File: config.mk
export PLATFORM = sky130hd
export DESIGN_NAME = dirac_sequence_header_parser
export DESIGN_NICKNAME = d
export VERILOG_FILES = /design/src/rtl/dsh_pkg.sv /design/src/rtl/dsh_queue.sv /design/src/rtl/dsh_parse.sv /design/src/rtl/dirac_sequence_header_parser.sv
export SDC_FILE = /design/constraint.sdc
export NUM_CORES = 1
export LEC_CHECK = 0
export ABC_AREA = 1
export ABC_CLOCK_PERIOD_IN_PS = 15480
export BUFFER_PORTS_ARGS = -buffer_cell sky130_fd_sc_hd__buf_4
export CAP_MARGIN = 20
export CORE_UTILIZATION = 30
export CTS_BUF_LIST = sky130_fd_sc_hd__clkbuf_2
export DETAILED_ROUTE_END_ITERATION = 7
export GPL_ROUTABILITY_DRIVEN = 0
export REMOVE_ABC_BUFFERS = 1
export SLEW_MARGIN = 30
export SYNTH_ARGS = -nofsm -noshare
export SYNTH_HDL_FRONTEND = slang
export SYNTH_SLANG_ARGS = --single-unit
File: constraint.sdc
create_clock -name clk -period 15.48 [get_ports clk]
set_clock_uncertainty 0.15 [all_clocks]
set_input_delay 2.322 -clock clk [delete_from_list [all_inputs] [get_ports clk]]
set_output_delay 2.322 -clock clk [all_outputs]
set_load 0.05 [all_outputs]
File: src/rtl/dsh_pkg.sv
// Shared types, constants and tables of the sequence header parser.
// No dependencies.
`default_nettype none
package dsh_pkg;

  localparam int unsigned HEADER_SKIP_BYTES = 13;
  localparam int unsigned QDEPTH = 4;
  localparam int unsigned QPTR_W = $clog2(QDEPTH);

  localparam logic [1:0] STAT_OK     = 2'd0;
  localparam logic [1:0] STAT_FORMAT = 2'd1;
  localparam logic [1:0] STAT_RATE   = 2'd2;
  localparam logic [1:0] STAT_ZERO   = 2'd3;

  // Parse steps
  localparam logic [5:0] P_SKIP        = 6'd0;
  localparam logic [5:0] P_VERSION     = 6'd1;
  localparam logic [5:0] P_FORMAT      = 6'd5;
  localparam logic [5:0] P_SIZE_FLAG   = 6'd6;
  localparam logic [5:0] P_WIDTH       = 6'd7;
  localparam logic [5:0] P_HEIGHT      = 6'd8;
  localparam logic [5:0] P_CHROMA_FLAG = 6'd9;
  localparam logic [5:0] P_CHROMA      = 6'd10;
  localparam logic [5:0] P_SCAN_FLAG   = 6'd11;
  localparam logic [5:0] P_SCAN        = 6'd12;
  localparam logic [5:0] P_RATE_FLAG   = 6'd13;
  localparam logic [5:0] P_RATE_IDX    = 6'd14;
  localparam logic [5:0] P_RATE_NUM    = 6'd15;
  localparam logic [5:0] P_RATE_DEN    = 6'd16;
  localparam logic [5:0] P_ASPECT_FLAG = 6'd17;
  localparam logic [5:0] P_ASPECT_IDX  = 6'd18;
  localparam logic [5:0] P_ASPECT_NUM  = 6'd19;
  localparam logic [5:0] P_CLEAN_FLAG  = 6'd21;
  localparam logic [5:0] P_CLEAN_W     = 6'd22;
  localparam logic [5:0] P_RANGE_FLAG  = 6'd26;
  localparam logic [5:0] P_RANGE_IDX   = 6'd27;
  localparam logic [5:0] P_RANGE_OFF   = 6'd28;
  localparam logic [5:0] P_COLOUR_FLAG = 6'd32;
  localparam logic [5:0] P_COLOUR_IDX  = 6'd33;
  localparam logic [5:0] P_PRIM_FLAG   = 6'd34;
  localparam logic [5:0] P_PRIM        = 6'd35;
  localparam logic [5:0] P_MATRIX_FLAG = 6'd36;
  localparam logic [5:0] P_MATRIX      = 6'd37;
  localparam logic [5:0] P_XFER_FLAG   = 6'd38;
  localparam logic [5:0] P_XFER        = 6'd39;
  localparam logic [5:0] P_MODE        = 6'd40;
  localparam logic [5:0] P_DONE        = 6'd41;
  localparam logic [5:0] P_START = (HEADER_SKIP_BYTES > 0) ? P_SKIP : P_VERSION;

  localparam logic [31:0] MAX_FORMAT   = 32'd20;
  localparam logic [31:0] RATE_ENTRIES = 32'd11;

  localparam logic [31:0] SIZE_W [21] = '{
    32'd640, 32'd176, 32'd176, 32'd352, 32'd352, 32'd704, 32'd704, 32'd720, 32'd720,
    32'd1280, 32'd1280, 32'd1920, 32'd1920, 32'd1920, 32'd1920, 32'd2048, 32'd4096,
    32'd3840, 32'd3840, 32'd7680, 32'd7680};
  localparam logic [31:0] SIZE_H [21] = '{
    32'd480, 32'd120, 32'd144, 32'd240, 32'd288, 32'd480, 32'd576, 32'd480, 32'd576,
    32'd720, 32'd720, 32'd1080, 32'd1080, 32'd1080, 32'd1080, 32'd1080, 32'd2160,
    32'd2160, 32'd2160, 32'd4320, 32'd4320};
  localparam logic [31:0] RATE_N [11] = '{
    32'd1, 32'd24000, 32'd24, 32'd25, 32'd30000, 32'd30, 32'd50, 32'd60000, 32'd60,
    32'd15000, 32'd25};
  localparam logic [31:0] RATE_D [11] = '{
    32'd1, 32'd1001, 32'd1, 32'd1, 32'd1001, 32'd1, 32'd1, 32'd1001, 32'd1,
    32'd1001, 32'd2};
  localparam logic [3:0] FORMAT_RATE [21] = '{
    4'd1, 4'd9, 4'd10, 4'd9, 4'd10, 4'd9, 4'd10, 4'd4, 4'd3, 4'd7, 4'd6, 4'd4, 4'd3,
    4'd7, 4'd6, 4'd2, 4'd2, 4'd7, 4'd6, 4'd7, 4'd6};

  typedef struct packed {
    logic       last;
    logic [7:0] data;
  } dsh_entry_t;

  typedef struct packed {
    logic        ok;
    logic [1:0]  status;
    logic [31:0] width;
    logic [31:0] height;
    logic [31:0] rate_num;
    logic [31:0] rate_den;
    logic [31:0] mode;
  } dsh_result_t;

  typedef struct packed {
    logic [5:0]  step;
    logic [31:0] width;
    logic [31:0] height;
    logic [31:0] rate_num;
    logic [31:0] rate_den;
    logic [31:0] mode;
    logic [1:0]  err;
  } dsh_regs_t;

  typedef enum logic [2:0] {
    B_IDLE, B_BITS, B_FIN, B_ZERO, B_EMIT
  } dsh_state_t;

endpackage
`default_nettype wire

File: src/rtl/dsh_queue.sv
// Front end: small item queue between the input port and the bit parser.
// Depends on dsh_pkg.
`default_nettype none
module dsh_queue (
  input  wire logic                clk,
  input  wire logic                rst,
  input  wire logic                push,
  input  wire dsh_pkg::dsh_entry_t push_entry,
  output logic                     full,
  output logic                     q_valid,
  input  wire logic                q_pop,
  output dsh_pkg::dsh_entry_t      q_entry
);

  dsh_pkg::dsh_entry_t mem [dsh_pkg::QDEPTH];
  logic [dsh_pkg::QPTR_W-1:0] wp;
  logic [dsh_pkg::QPTR_W-1:0] rp;
  logic [dsh_pkg::QPTR_W:0]   cnt;
  logic                       do_push;
  logic                       do_pop;

  assign full    = (cnt == (dsh_pkg::QPTR_W+1)'(dsh_pkg::QDEPTH));
  assign q_valid = (cnt != '0);
  assign q_entry = mem[rp];
  assign do_push = push & ~full;
  assign do_pop  = q_pop & q_valid;

  always_ff @(posedge clk) begin
    if (do_push) begin
      mem[wp] <= push_entry;
    end
  end

  always_ff @(posedge clk) begin
    if (rst) begin
      wp  <= '0;
      rp  <= '0;
      cnt <= '0;
    end else begin
      if (do_push) wp <= wp + 1'b1;
      if (do_pop) rp <= rp + 1'b1;
      case ({do_push, do_pop})
        2'b10:   cnt <= cnt + 1'b1;
        2'b01:   cnt <= cnt - 1'b1;
        default: cnt <= cnt;
      endcase
    end
  end

endmodule
`default_nettype wire

File: src/rtl/dsh_parse.sv
// Back end: bit-serial header parser, one header bit per cycle while the
// queue holds data, with the end-of-data sequencer. Depends on dsh_pkg.
`default_nettype none
module dsh_parse (
  input  wire logic                clk,
  input  wire logic                rst,
  input  wire logic                q_valid,
  input  wire dsh_pkg::dsh_entry_t q_entry,
  output logic                     q_pop,
  input  wire logic                res_ready,
  output logic                     res_valid,
  output dsh_pkg::dsh_result_t     res
);

  dsh_pkg::dsh_state_t state, state_next;
  dsh_pkg::dsh_regs_t  regs, regs_next;
  logic [3:0]  skip_cnt, skip_cnt_next;
  logic        gphase, gphase_next;
  logic [31:0] gval, gval_next;
  logic [7:0]  sh, sh_next;
  logic [2:0]  bcnt, bcnt_next;
  logic        last_r, last_r_next;
  logic [3:0]  skip_inc;
  logic        bit_in;
  dsh_pkg::dsh_regs_t fin_regs;
  dsh_pkg::dsh_regs_t regs_init;

  function automatic logic is_flag(logic [5:0] s);
    case (s)
      dsh_pkg::P_SIZE_FLAG, dsh_pkg::P_CHROMA_FLAG, dsh_pkg::P_SCAN_FLAG,
      dsh_pkg::P_RATE_FLAG, dsh_pkg::P_ASPECT_FLAG, dsh_pkg::P_CLEAN_FLAG,
      dsh_pkg::P_RANGE_FLAG, dsh_pkg::P_COLOUR_FLAG, dsh_pkg::P_PRIM_FLAG,
      dsh_pkg::P_MATRIX_FLAG, dsh_pkg::P_XFER_FLAG: return 1'b1;
      default: return 1'b0;
    endcase
  endfunction

  function automatic dsh_pkg::dsh_regs_t check_rate(dsh_pkg::dsh_regs_t r);
    dsh_pkg::dsh_regs_t n;
    n = r;
    if (r.rate_num == '0 || r.rate_den == '0) begin
      n.err  = dsh_pkg::STAT_ZERO;
      n.step = dsh_pkg::P_DONE;
    end else begin
      n.step = dsh_pkg::P_ASPECT_FLAG;
    end
    return n;
  endfunction

  // Effect of one completed field of value v on the parse registers.
  function automatic dsh_pkg::dsh_regs_t field_done(dsh_pkg::dsh_regs_t r,
                                                    logic [31:0] v);
    dsh_pkg::dsh_regs_t n;
    logic [4:0] fi;
    logic [3:0] ri;
    logic       nz;
    n  = r;
    fi = v[4:0];
    ri = v[3:0];
    nz = (v != '0);
    case (r.step)
      dsh_pkg::P_FORMAT: begin
        if (v > dsh_pkg::MAX_FORMAT) begin
          n.err  = dsh_pkg::STAT_FORMAT;
          n.step = dsh_pkg::P_DONE;
        end else begin
          n.width    = dsh_pkg::SIZE_W[fi];
          n.height   = dsh_pkg::SIZE_H[fi];
          n.rate_num = dsh_pkg::RATE_N[dsh_pkg::FORMAT_RATE[fi]];
          n.rate_den = dsh_pkg::RATE_D[dsh_pkg::FORMAT_RATE[fi]];
          n.step     = dsh_pkg::P_SIZE_FLAG;
        end
      end
      dsh_pkg::P_SIZE_FLAG:   n.step = nz ? dsh_pkg::P_WIDTH : dsh_pkg::P_CHROMA_FLAG;
      dsh_pkg::P_WIDTH: begin
        n.width = v;
        n.step  = dsh_pkg::P_HEIGHT;
      end
      dsh_pkg::P_HEIGHT: begin
        n.height = v;
        n.step   = dsh_pkg::P_CHROMA_FLAG;
      end
      dsh_pkg::P_CHROMA_FLAG: n.step = nz ? dsh_pkg::P_CHROMA : dsh_pkg::P_SCAN_FLAG;
      dsh_pkg::P_CHROMA:      n.step = dsh_pkg::P_SCAN_FLAG;
      dsh_pkg::P_SCAN_FLAG:   n.step = nz ? dsh_pkg::P_SCAN : dsh_pkg::P_RATE_FLAG;
      dsh_pkg::P_SCAN:        n.step = dsh_pkg::P_RATE_FLAG;
      dsh_pkg::P_RATE_FLAG: begin
        if (nz) n.step = dsh_pkg::P_RATE_IDX;
        else n = check_rate(r);
      end
      dsh_pkg::P_RATE_IDX: begin
        if (v >= dsh_pkg::RATE_ENTRIES) begin
          n.err  = dsh_pkg::STAT_RATE;
          n.step = dsh_pkg::P_DONE;
        end else begin
          n.rate_num = dsh_pkg::RATE_N[ri];
          n.rate_den = dsh_pkg::RATE_D[ri];
          if (!nz) n.step = dsh_pkg::P_RATE_NUM;
          else n = check_rate(n);
        end
      end
      dsh_pkg::P_RATE_NUM: begin
        n.rate_num = v;
        n.step     = dsh_pkg::P_RATE_DEN;
      end
      dsh_pkg::P_RATE_DEN: begin
        n.rate_den = v;
        n = check_rate(n);
      end
      dsh_pkg::P_ASPECT_FLAG: n.step = nz ? dsh_pkg::P_ASPECT_IDX : dsh_pkg::P_CLEAN_FLAG;
      dsh_pkg::P_ASPECT_IDX:  n.step = nz ? dsh_pkg::P_CLEAN_FLAG : dsh_pkg::P_ASPECT_NUM;
      dsh_pkg::P_CLEAN_FLAG:  n.step = nz ? dsh_pkg::P_CLEAN_W : dsh_pkg::P_RANGE_FLAG;
      dsh_pkg::P_RANGE_FLAG:  n.step = nz ? dsh_pkg::P_RANGE_IDX : dsh_pkg::P_COLOUR_FLAG;
      dsh_pkg::P_RANGE_IDX:   n.step = nz ? dsh_pkg::P_COLOUR_FLAG : dsh_pkg::P_RANGE_OFF;
      dsh_pkg::P_COLOUR_FLAG: n.step = nz ? dsh_pkg::P_COLOUR_IDX : dsh_pkg::P_MODE;
      dsh_pkg::P_COLOUR_IDX:  n.step = nz ? dsh_pkg::P_MODE : dsh_pkg::P_PRIM_FLAG;
      dsh_pkg::P_PRIM_FLAG:   n.step = nz ? dsh_pkg::P_PRIM : dsh_pkg::P_MATRIX_FLAG;
      dsh_pkg::P_MATRIX_FLAG: n.step = nz ? dsh_pkg::P_MATRIX : dsh_pkg::P_XFER_FLAG;
      dsh_pkg::P_XFER_FLAG:   n.step = nz ? dsh_pkg::P_XFER : dsh_pkg::P_MODE;
      dsh_pkg::P_MODE: begin
        n.mode = v;
        n.step = dsh_pkg::P_DONE;
      end
      default: begin
        // fields read and dropped
        if (r.step >= dsh_pkg::P_VERSION && r.step < dsh_pkg::P_DONE)
          n.step = r.step + 6'd1;
        else
          n.step = dsh_pkg::P_DONE;
      end
    endcase
    return n;
  endfunction

  assign skip_inc = skip_cnt + 4'd1;
  assign bit_in   = sh[7];

  always_comb begin
    regs_init      = '0;
    regs_init.step = dsh_pkg::P_START;
  end

  always_comb begin
    state_next  = state;
    regs_next   = regs;
    skip_cnt_next = skip_cnt;
    gphase_next = gphase;
    gval_next   = gval;
    sh_next     = sh;
    bcnt_next   = bcnt;
    last_r_next = last_r;
    q_pop       = 1'b0;
    res_valid   = 1'b0;
    fin_regs    = regs;
    case (state)
      dsh_pkg::B_IDLE: begin
        if (q_valid) begin
          q_pop = 1'b1;
          if (regs.step == dsh_pkg::P_SKIP) begin
            skip_cnt_next = skip_inc;
            if (skip_inc >= 4'(dsh_pkg::HEADER_SKIP_BYTES) || skip_inc == 4'd0)
              regs_next.step = dsh_pkg::P_VERSION;
            state_next = q_entry.last ? dsh_pkg::B_FIN : dsh_pkg::B_IDLE;
          end else begin
            sh_next     = q_entry.data;
            bcnt_next   = '0;
            last_r_next = q_entry.last;
            state_next  = dsh_pkg::B_BITS;
          end
        end
      end
      dsh_pkg::B_BITS: begin
        sh_next   = {sh[6:0], 1'b0};
        bcnt_next = bcnt + 3'd1;
        if (regs.step != dsh_pkg::P_SKIP && regs.step < dsh_pkg::P_DONE) begin
          if (is_flag(regs.step)) begin
            regs_next = field_done(regs, {31'd0, bit_in});
          end else if (gphase) begin
            gval_next   = {gval[30:0], 1'b1} + {31'd0, bit_in};
            gphase_next = 1'b0;
          end else if (bit_in) begin
            regs_next = field_done(regs, gval);
            gval_next = '0;
          end else begin
            gphase_next = 1'b1;
          end
        end
        if (bcnt == 3'd7) begin
          if (last_r) begin
            state_next = dsh_pkg::B_FIN;
          end else if (q_valid) begin
            // next byte follows without a gap
            q_pop       = 1'b1;
            sh_next     = q_entry.data;
            bcnt_next   = '0;
            last_r_next = q_entry.last;
          end else begin
            state_next = dsh_pkg::B_IDLE;
          end
        end
      end
      dsh_pkg::B_FIN: begin
        // a header cut short while skipping starts at the first field
        if (regs.step == dsh_pkg::P_SKIP) fin_regs.step = dsh_pkg::P_VERSION;
        regs_next = fin_regs;
        if (fin_regs.step < dsh_pkg::P_DONE && !is_flag(fin_regs.step))
          regs_next = field_done(fin_regs, gphase ? {gval[30:0], 1'b1} : gval);
        gval_next   = '0;
        gphase_next = 1'b0;
        state_next  = dsh_pkg::B_ZERO;
      end
      dsh_pkg::B_ZERO: begin
        if (regs.step < dsh_pkg::P_DONE) regs_next = field_done(regs, '0);
        else state_next = dsh_pkg::B_EMIT;
      end
      dsh_pkg::B_EMIT: begin
        res_valid = 1'b1;
        if (res_ready) begin
          regs_next      = '0;
          regs_next.step = dsh_pkg::P_START;
          skip_cnt_next  = '0;
          gval_next      = '0;
          gphase_next    = 1'b0;
          state_next     = dsh_pkg::B_IDLE;
        end
      end
      default: state_next = dsh_pkg::B_IDLE;
    endcase
  end

  always_comb begin
    res.ok     = (regs.err == dsh_pkg::STAT_OK);
    res.status = regs.err;
    if (regs.err == dsh_pkg::STAT_OK) begin
      res.width    = regs.width;
      res.height   = regs.height;
      res.rate_num = regs.rate_num;
      res.rate_den = regs.rate_den;
      res.mode     = regs.mode;
    end else begin
      res.width    = '0;
      res.height   = '0;
      res.rate_num = '0;
      res.rate_den = '0;
      res.mode     = '0;
    end
  end

  always_ff @(posedge clk) begin
    if (rst) begin
      state       <= dsh_pkg::B_IDLE;
      regs        <= regs_init;
      skip_cnt    <= '0;
      gphase      <= 1'b0;
      gval        <= '0;
      bcnt        <= '0;
      last_r      <= 1'b0;
    end else begin
      state    <= state_next;
      regs     <= regs_next;
      skip_cnt <= skip_cnt_next;
      gphase   <= gphase_next;
      gval     <= gval_next;
      bcnt     <= bcnt_next;
      last_r   <= last_r_next;
    end
  end

  always_ff @(posedge clk) begin
    sh <= sh_next;
  end

endmodule
`default_nettype wire

File: src/rtl/dirac_sequence_header_parser.sv
// Top level of the sequence header parser: input queue, bit parser and
// result register. Depends on dsh_pkg, dsh_queue and dsh_parse.
`default_nettype none
// Takes one header byte per item and gives one result item on each byte
// marked last. Bytes enter a four-item queue, so the input keeps taking
// items while the parser works. The parser handles one header bit per
// cycle while the queue holds data, but takes each byte of the
// parse-info header whole; later bytes follow back to back while the
// queue holds data. After the last byte the parser finishes the remaining
// fields with zero data, then loads the result register; it starts on
// the next header while that result waits to be popped.
module dirac_sequence_header_parser (
  input  wire logic        clk,
  input  wire logic        rst,
  input  wire logic        push,
  output logic             full,
  input  wire logic [7:0]  data_byte,
  input  wire logic        last_byte,
  output logic             empty,
  input  wire logic        pop,
  output logic             header_ok,
  output logic [1:0]       status,
  output logic [31:0]      pic_width,
  output logic [31:0]      pic_height,
  output logic [31:0]      rate_numerator,
  output logic [31:0]      rate_denominator,
  output logic [31:0]      coding_mode
);

  dsh_pkg::dsh_entry_t  push_entry;
  dsh_pkg::dsh_entry_t  q_entry;
  dsh_pkg::dsh_result_t res;
  dsh_pkg::dsh_result_t out_res;
  logic q_valid;
  logic q_pop;
  logic res_valid;
  logic res_ready;
  logic out_valid;

  assign push_entry.last = last_byte;
  assign push_entry.data = data_byte;

  dsh_queue u_queue (
    .clk        (clk),
    .rst        (rst),
    .push       (push),
    .push_entry (push_entry),
    .full       (full),
    .q_valid    (q_valid),
    .q_pop      (q_pop),
    .q_entry    (q_entry)
  );

  dsh_parse u_parse (
    .clk       (clk),
    .rst       (rst),
    .q_valid   (q_valid),
    .q_entry   (q_entry),
    .q_pop     (q_pop),
    .res_ready (res_ready),
    .res_valid (res_valid),
    .res       (res)
  );

  assign res_ready = ~out_valid | pop;

  always_ff @(posedge clk) begin
    if (rst) begin
      out_valid <= 1'b0;
    end else if (res_valid && res_ready) begin
      out_valid <= 1'b1;
    end else if (pop) begin
      out_valid <= 1'b0;
    end
  end

  always_ff @(posedge clk) begin
    if (res_valid && res_ready) out_res <= res;
  end

  assign empty            = ~out_valid;
  assign header_ok        = out_res.ok;
  assign status           = out_res.status;
  assign pic_width        = out_res.width;
  assign pic_height       = out_res.height;
  assign rate_numerator   = out_res.rate_num;
  assign rate_denominator = out_res.rate_den;
  assign coding_mode      = out_res.mode;

endmodule
`default_nettype wire

==> summary.txt, run 1 <==
Timing
  • Relative slew slack: 31.39%
  • Worst slew pin tran: 1027 ps
  • Top achievable clock speed: 0.2005 GHz
  • Final sum of negative setup slack: 0 ps
  • Minimum period implied by the final worst setup slack: 4988 ps
  • Final setup vio count: 0
  • Worst setup slack after layout: 10,490 ps
  • Crit share post-route: 32.22%
  • Slew Limit Fails: 0
  • Final-report hold violation count: 0
  • RSZ-0062 raised after global routing: no

Critical path
  • Worst-case register-to-register setup slack: 10,490 ps
  • Worst flop-to-flop path endpoint: u_parse.fin_regs[65]
  • Cell Chain, Critical Path: buf_4 -> inv_1 -> nand2_1 -> nand2_1 -> nand2_1 -> nand2_1 -> a21oi_1 -> nand3_1 -> nand2_1 -> inv_2 -> nand2_1 -> o2111ai_1 -> nor2_4 -> nand3_2 -> clkinv_2 -> nor2_1 -> nor2_1
  • Slowest stage cell on the critical path: nand3_2
  • Worst endpoint required time: 16,460 ps
  • Startpoint type of the worst setup path: flip-flop
  • Critical Path Max Stage Delay: 570 ps
  • Maximum fanout encountered on the critical timing path: 69
  • Origin of the critical flop-to-flop path: u_parse.gphase
  • Most used cell, CP: nand2_1
  • Category of the critical setup timing path: reg2reg
  • FF-to-FF path depth: 17
  • Kind of end point of the critical path: flip-flop
  • Setup crit start: u_parse.gphase
  • Data arrival time of the critical path: 5970 ps

Synth
  • Leading post-synthesis cells by cell area: edfxtp_1 25%, dfxtp_1 18%, nor2_1 11%
  • Proportion of synthesized chip area in sequential cells: a little over two fifths
  • Number of synthesized register bits: 429
  • Post-synth EDFFs: a little over 200
  • YS warnings: 0
  • Gate Count Post-Synth: 3,569
  • Mapped Area: around 25,000 sq um
  • Dominant synthesized flop cell: dfxtp_1
  • Mean instance size in the synthesized netlist: 7.052 sq um
  • Cell taking the most area after synthesis: edfxtp_1
  • Proportion of netlist area held by the largest area contributor: 24.70%
  • Share of synthesized flip-flops with an asynchronous set or reset: 0%
  • Number of distinct library cell variants in the gate-level netlist after synthesis: 66

CTS
  • Sink count of the clock tree: 429
  • Inserted Clock Buffers: 112
  • CTS H-tree lvls: 3
  • Post-CTS setup buffer count: 0
  • Buffers from clock root to sink, at most: 3
  • Clk_lat worst skew: 1290 ps
  • Number of resized instances in the post-cts repair step: 0
  • Clock-pin slew on the worst setup and hold paths: around 100 ps
  • TritonCTS clock tree: done
  • # hold bufs at CTS: 0
  • Root Buffer: clkbuf_2

Power
  • Total power density per cell area: 169.1 nW/um^2
  • Worst IR Drop VDD: 0.06909 mV
  • Leakage power of the design: 12.09 nW

Place
  • Number of buffers inserted by port buffering: approximately 180
  • Detailed placement HPWL: 64.57 mm
  • Setup Slack @ Placement: 10,210 ps

Hold path
  • End of the worst hold path: u_queue.rp[1]
  • Worst min-delay path startpoint: u_queue.rp[1]
  • Depth of the worst hold-timing path: 1
  • Class of the tightest hold or removal check: reg2reg

Cells and area
  • Share of cells above drive strength 1: a little over an eighth
  • Commonest cells after routing, fill and taps aside: 718 x nor2_1, 697 x nand2_1, 396 x inv_1
  • Layout Area Growth over Synthesis: 12.51%
  • Commonest non-fill, non-tap cell in the layout: nor2_1
  • Number of nets in the layout: 3,744

GRT
  • First-pass GRT wire length: 136.2 mm
  • Met3 usage: 4.270%
  • Total routing resource utilization after global routing: around 20%
  • Global-route met1 utilization: 24.13%
  • Vias in the first global route: 23,841
  • Total grt overflow: 0
  • GRT Max-Usage Layer: met2
  • Antenna violations before repair: 2
  • Pin count of the biggest net entering global routing: 97
  • Met2 Track Usage GR: between 30 and 40%

Route
  • Pre-antenna DRT Iters: 6
  • Remaining DRCs: 0
  • Iteration-0 DRC count of the detailed router: around 2,600
  • Post-detailed-route count of antenna-violating nets: 0
  • Via-per-instance ratio: ~5.2
  • Routed vias: 25,108
  • Average wire length per cell after detail routing: 18.26 microns
  • DRT Wirelength: 88.86 mm

Status
  • Result of the run: finished, final reports clean

Floorplanning
  • Top Ports: 178
  • Area inside the core boundary: 82,500 sq um
  • Horizontal die dimension: 291.7 microns
  • Initial Utilization: 30.51%
  • Rows: around 110
  • Floorplan die height: 291.7 microns
  • Die area: 85,060 sq um

Flow run
  • Number of max-cap violations: 0
==> cell families (layout without fill, tap and decap cells) <==
kind of cell | Yosys count | count (layout) | share of synthesized area [%]
fa+ha+maj | 33 | 33 | 1.670
other cells | 0 | 1 | 0
simple gates | 1803 | 1803 | 30.23
buf+inv | 626 | 852 | 10.32
flops | 429 | 429 | 42.35
compound gates | 667 | 667 | 15.04
xor+xnor | 11 | 11 | 0.3828
==> per-stage QoR <==
stage | area, sq um | util, % | power (mW) | cells | hold slack (ps)
2_1_floorplan | 24190 | - | 3.168 | 3370 | 266.6
3_3_place_gp | 27150 | 32.91 | 3.919 | 4651 | 274.5
3_5_place_dp | 27170 | 32.93 | 3.940 | 4652 | 279.4
4_1_cts | 28250 | 34.24 | 4.786 | 4863 | 293.9
5_1_grt | 28320 | 34.32 | 5.179 | 4866 | 310.8
6_report | 28320 | 34.32 | 4.788 | 4866 | 293.0
==> worst max path at each step <==
stage | to | slack, ps | depth (start not counted)
final | u_parse.fin_regs[65] | 10490 | 17
after global routing | u_parse.fin_regs[49] | 10190 | 17
after global placement | u_parse.gval[25] | 10140 | 10
after CTS | u_parse.fin_regs[65] | 10430 | 18
after floorplan | coding_mode[0] | 5470 | 2
after detailed placement | u_parse.fin_regs[49] | 10210 | 11
==> final cells by class <==
| type | count | area (sq um) |
|---|---|---|
| multi-input combinational | 2514 | 11960 |
| tap | 1070 | 1339 |
| clock inverter | 35 | 196.4 |
| antenna | 1 | 2.502 |
| timing repair buffer | 214 | 1659 |
| fill | 9011 | 54190 |
| sequential | 429 | 10660 |
| inverter | 427 | 1622 |
| clock buffer | 176 | 880.8 |
==> registers in the layout, indices dropped and copies added, names as in the netlist, named ones only <==
| signal | cells |
|---|---|
| u_parse.fin_regs | 160 |
| u_queue.mem | 36 |
| coding_mode | 32 |
| pic_height | 32 |
| pic_width | 32 |
| rate_denominator | 32 |
| rate_numerator | 32 |
| u_parse.gval | 32 |
| u_parse.sh | 8 |
| u_parse.regs | 6 |
| u_parse.skip_cnt | 4 |
| u_parse.bcnt | 3 |
| u_parse.state | 3 |
| u_queue.cnt | 3 |
| status | 2 |
| u_parse.res | 2 |
| u_queue.rp | 2 |
| u_queue.wp | 2 |
| header_ok | 1 |
| out_valid | 1 |
| u_parse.gphase | 1 |
| u_parse.last_r | 1 |
==> critical path: cells and delay by family (launching register included) <==
family / cells / cell delay, ps
buffers and inverters: 4 / 1460
DFF: 1 / 320
AOI/OAI and AO/OA: 2 / 370
and+or+nand+nor: 11 / 2510
==> power breakdown <==
part	total (mW)	switching (mW)	leakage, nW	internal, mW
clock	0.824	0.510	0.823	0.315
sequential	1.61	0.163	3.73	1.45
combinational	2.35	1.67	7.53	0.679
total	4.79	2.35	12.1	2.44
==> metal layers <==
| metal | share of wire, % | up-vias |
|---|---|---|
| met5 | 0.014 | - |
| met3 | 8.7 | 350 |
| met4 | 5.7 | 2 |
| li1 | - | 12048 |
| met2 | 47 | 1228 |
| met1 | 38 | 11480 |
==> cell usage after synthesis, types with 32 or more instances <==
library cell / instances
nand4_1: 59
o21ai_0: 263
edfxtp_1: 207
nor3_1: 54
clkbuf_1: 116
nand2_1: 697
a21oi_1: 208
nor2_1: 725
inv_1: 397
ha_1: 32
o22ai_1: 39
buf_2: 50
dfxtp_1: 222
nand3_1: 178
Power figures use the tool's default switching activity.
==> run 2: changes to the inputs <==
ABC_CLOCK_PERIOD_IN_PS = 4100   (was 15480)
clock period = 4.1 ns   (was 15.48 ns; I/O delays follow)
==> summary.txt, run 2 (synthesis results as in run 1) <==
Status
  • Result of the run: finished with violations
  • Violations in the final reports: design-rule violations

GRT
  • Antenna violations before repair: 2
  • Total routing resource utilization after global routing: 20.86%
  • Total grt overflow: 0
  • Vias in the first global route: 24,360
  • First-pass GRT wire length: 139.1 mm
  • Pin count of the biggest net entering global routing: between 80 and 90

Power
  • Total power density per cell area: 643.3 nW/um^2
  • Worst IR Drop VDD: 0.2880 mV
  • Leakage power of the design: 12.63 nW

Cells and area
  • Commonest cells after routing, fill and taps aside: 722 x nor2_1, 697 x nand2_1, 397 x inv_1
  • Number of nets in the layout: 3,850
  • Fill cell total of the finished layout: 9,003
  • Final Instance Area: 29,300 sq um
  • End-of-flow core utilization: 35.51%
  • Max reg flops: 160
  • Layout Area Growth over Synthesis: 16.41%
  • Share of cells above drive strength 1: 14.78%
  • Commonest non-fill, non-tap cell in the layout: nor2_1

CTS
  • CTS H-tree lvls: 3
  • Post-CTS setup buffer count: 0
  • TritonCTS clock tree: done
  • Clock-pin slew on the worst setup and hold paths: 110 ps
  • Root Buffer: clkbuf_2
  • Number of resized instances in the post-cts repair step: 0
  • Buffers from clock root to sink, at most: 3
  • Clk_lat worst skew: 1270 ps
  • Inserted Clock Buffers: 114
  • # hold bufs at CTS: 22
  • Sink count of the clock tree: 429

Critical path
  • Kind of end point of the critical path: flip-flop
  • Origin of the critical flop-to-flop path: u_parse.gphase
  • Worst Setup EP: u_parse.regs[163]
  • Maximum fanout encountered on the critical timing path: 16
  • Worst-case register-to-register setup slack: 260 ps
  • Startpoint type of the worst setup path: flip-flop
  • Worst flop-to-flop path endpoint: u_parse.regs[163]
  • Worst endpoint required time: between 4000 and 5000 ps
  • Category of the critical setup timing path: reg2reg
  • Data arrival time of the critical path: 4710 ps
  • Setup crit start: u_parse.gphase
  • FF-to-FF path depth: 20

Floorplanning
  • Floorplan die height: 291.7 microns
  • Top Ports: ~180
  • Area inside the core boundary: 82,500 sq um
  • Initial Utilization: a little under a third
  • Rows: 105
  • Horizontal die dimension: roughly 300 microns
  • Die area: 85,060 sq um

Hold path
  • Worst min-delay path startpoint: pop
  • Class of the tightest hold or removal check: in2reg

Timing
  • Final sum of negative setup slack: 0 ps
  • Worst slew pin tran: 946.3 ps
  • Top achievable clock speed: 0.2604 GHz
  • Slew Limit Fails: 0
  • Relative slew slack: 36.68%
  • Final-report hold violation count: 0
  • Minimum period implied by the final worst setup slack: 3840 ps
  • RSZ-0062 raised after global routing: no
  • Final setup vio count: 0
  • Crit share post-route: 93.65%
  • Smallest hold slack: 171.6 ps

Place
  • Post-place instance area: 27,920 sq um
  • Number of buffers inserted by port buffering: 177
  • Detailed placement HPWL: 66.78 mm

Route
  • Routed vias: 25,542
  • Remaining DRCs: 1
  • DRT Wirelength: 90.81 mm
  • Pre-antenna DRT Iters: 8
  • Iteration-0 DRC count of the detailed router: ~2,800
  • Post-detailed-route count of antenna-violating nets: 0
  • Average wire length per cell after detail routing: 18.25 microns
  • Via-per-instance ratio: 5.134

Flow run
  • Number of max-cap violations: 0
==> run 2: worst min-delay path by stage <==
stage	to	slack, ps	cells after the start
2_1_floorplan	flip-flop	270	1
3_3_place_gp	u_queue.rp[1]	280	1
3_5_place_dp	flip-flop	280	1
4_1_cts	out_valid	20	5
5_1_grt	out_valid	90	5
6_report	out_valid	170	5
==> run 2: power by group <==
part,switching (mW),total (mW),internal [mW]
logic,6.59,9.55,2.96
registers,0.583,6.05,5.47
clock network,1.94,3.25,1.30
==> run 2: critical path, stage by stage (launching register included) <==
cell and delay [ps]:
dfxtp_2 610, inv_1 110, buf_4 200, nand2_1 240
nand2_1 110, buf_4 190, inv_1 130, nand2_1 90
inv_1 120, nand2_1 60, nor2_1 80, nand3_1 370
buf_4 310, nand2_1 70, o21ai_0 180, nor2_1 150
nand3_1 100, nand2_1 120, nand2_1 70, nand2_1 50
a21oi_1 50
==> run 2: layout make-up <==
| cell class | count | area (sq um) | share of cell area (%) |
|---|---|---|---|
| antenna | 2 | 5.005 | 0.01708 |
| tap | 1070 | 1339 | 4.569 |
| sequential | 429 | 10660 | 36.39 |
| multi-input combinational | 2514 | 11940 | 40.74 |
| inverter | 427 | 1619 | 5.526 |
| timing repair buffer | 318 | 2592 | 8.848 |
| clock inverter | 45 | 295.3 | 1.008 |
| clock buffer | 170 | 850.8 | 2.904 |
==> run 2: stage by stage <==
step / instances / worst slack [ps] / total power, mW
2_1_floorplan: 3370 / -4246 / 11.96
3_3_place_gp: 4736 / 510.7 / 15.40
3_5_place_dp: 4736 / 451.0 / 15.46
4_1_cts: 4973 / 358.3 / 18.82
5_1_grt: 4975 / 6.581 / 20.34
6_report: 4975 / 260.2 / 18.85
==> run 2: per-layer routing <==
metal  GRT usage [%]  wire, microns
met5               0              0
met4           13.45           6014
met3           3.425           6988
met2           34.51          42330
met1           25.08          35470
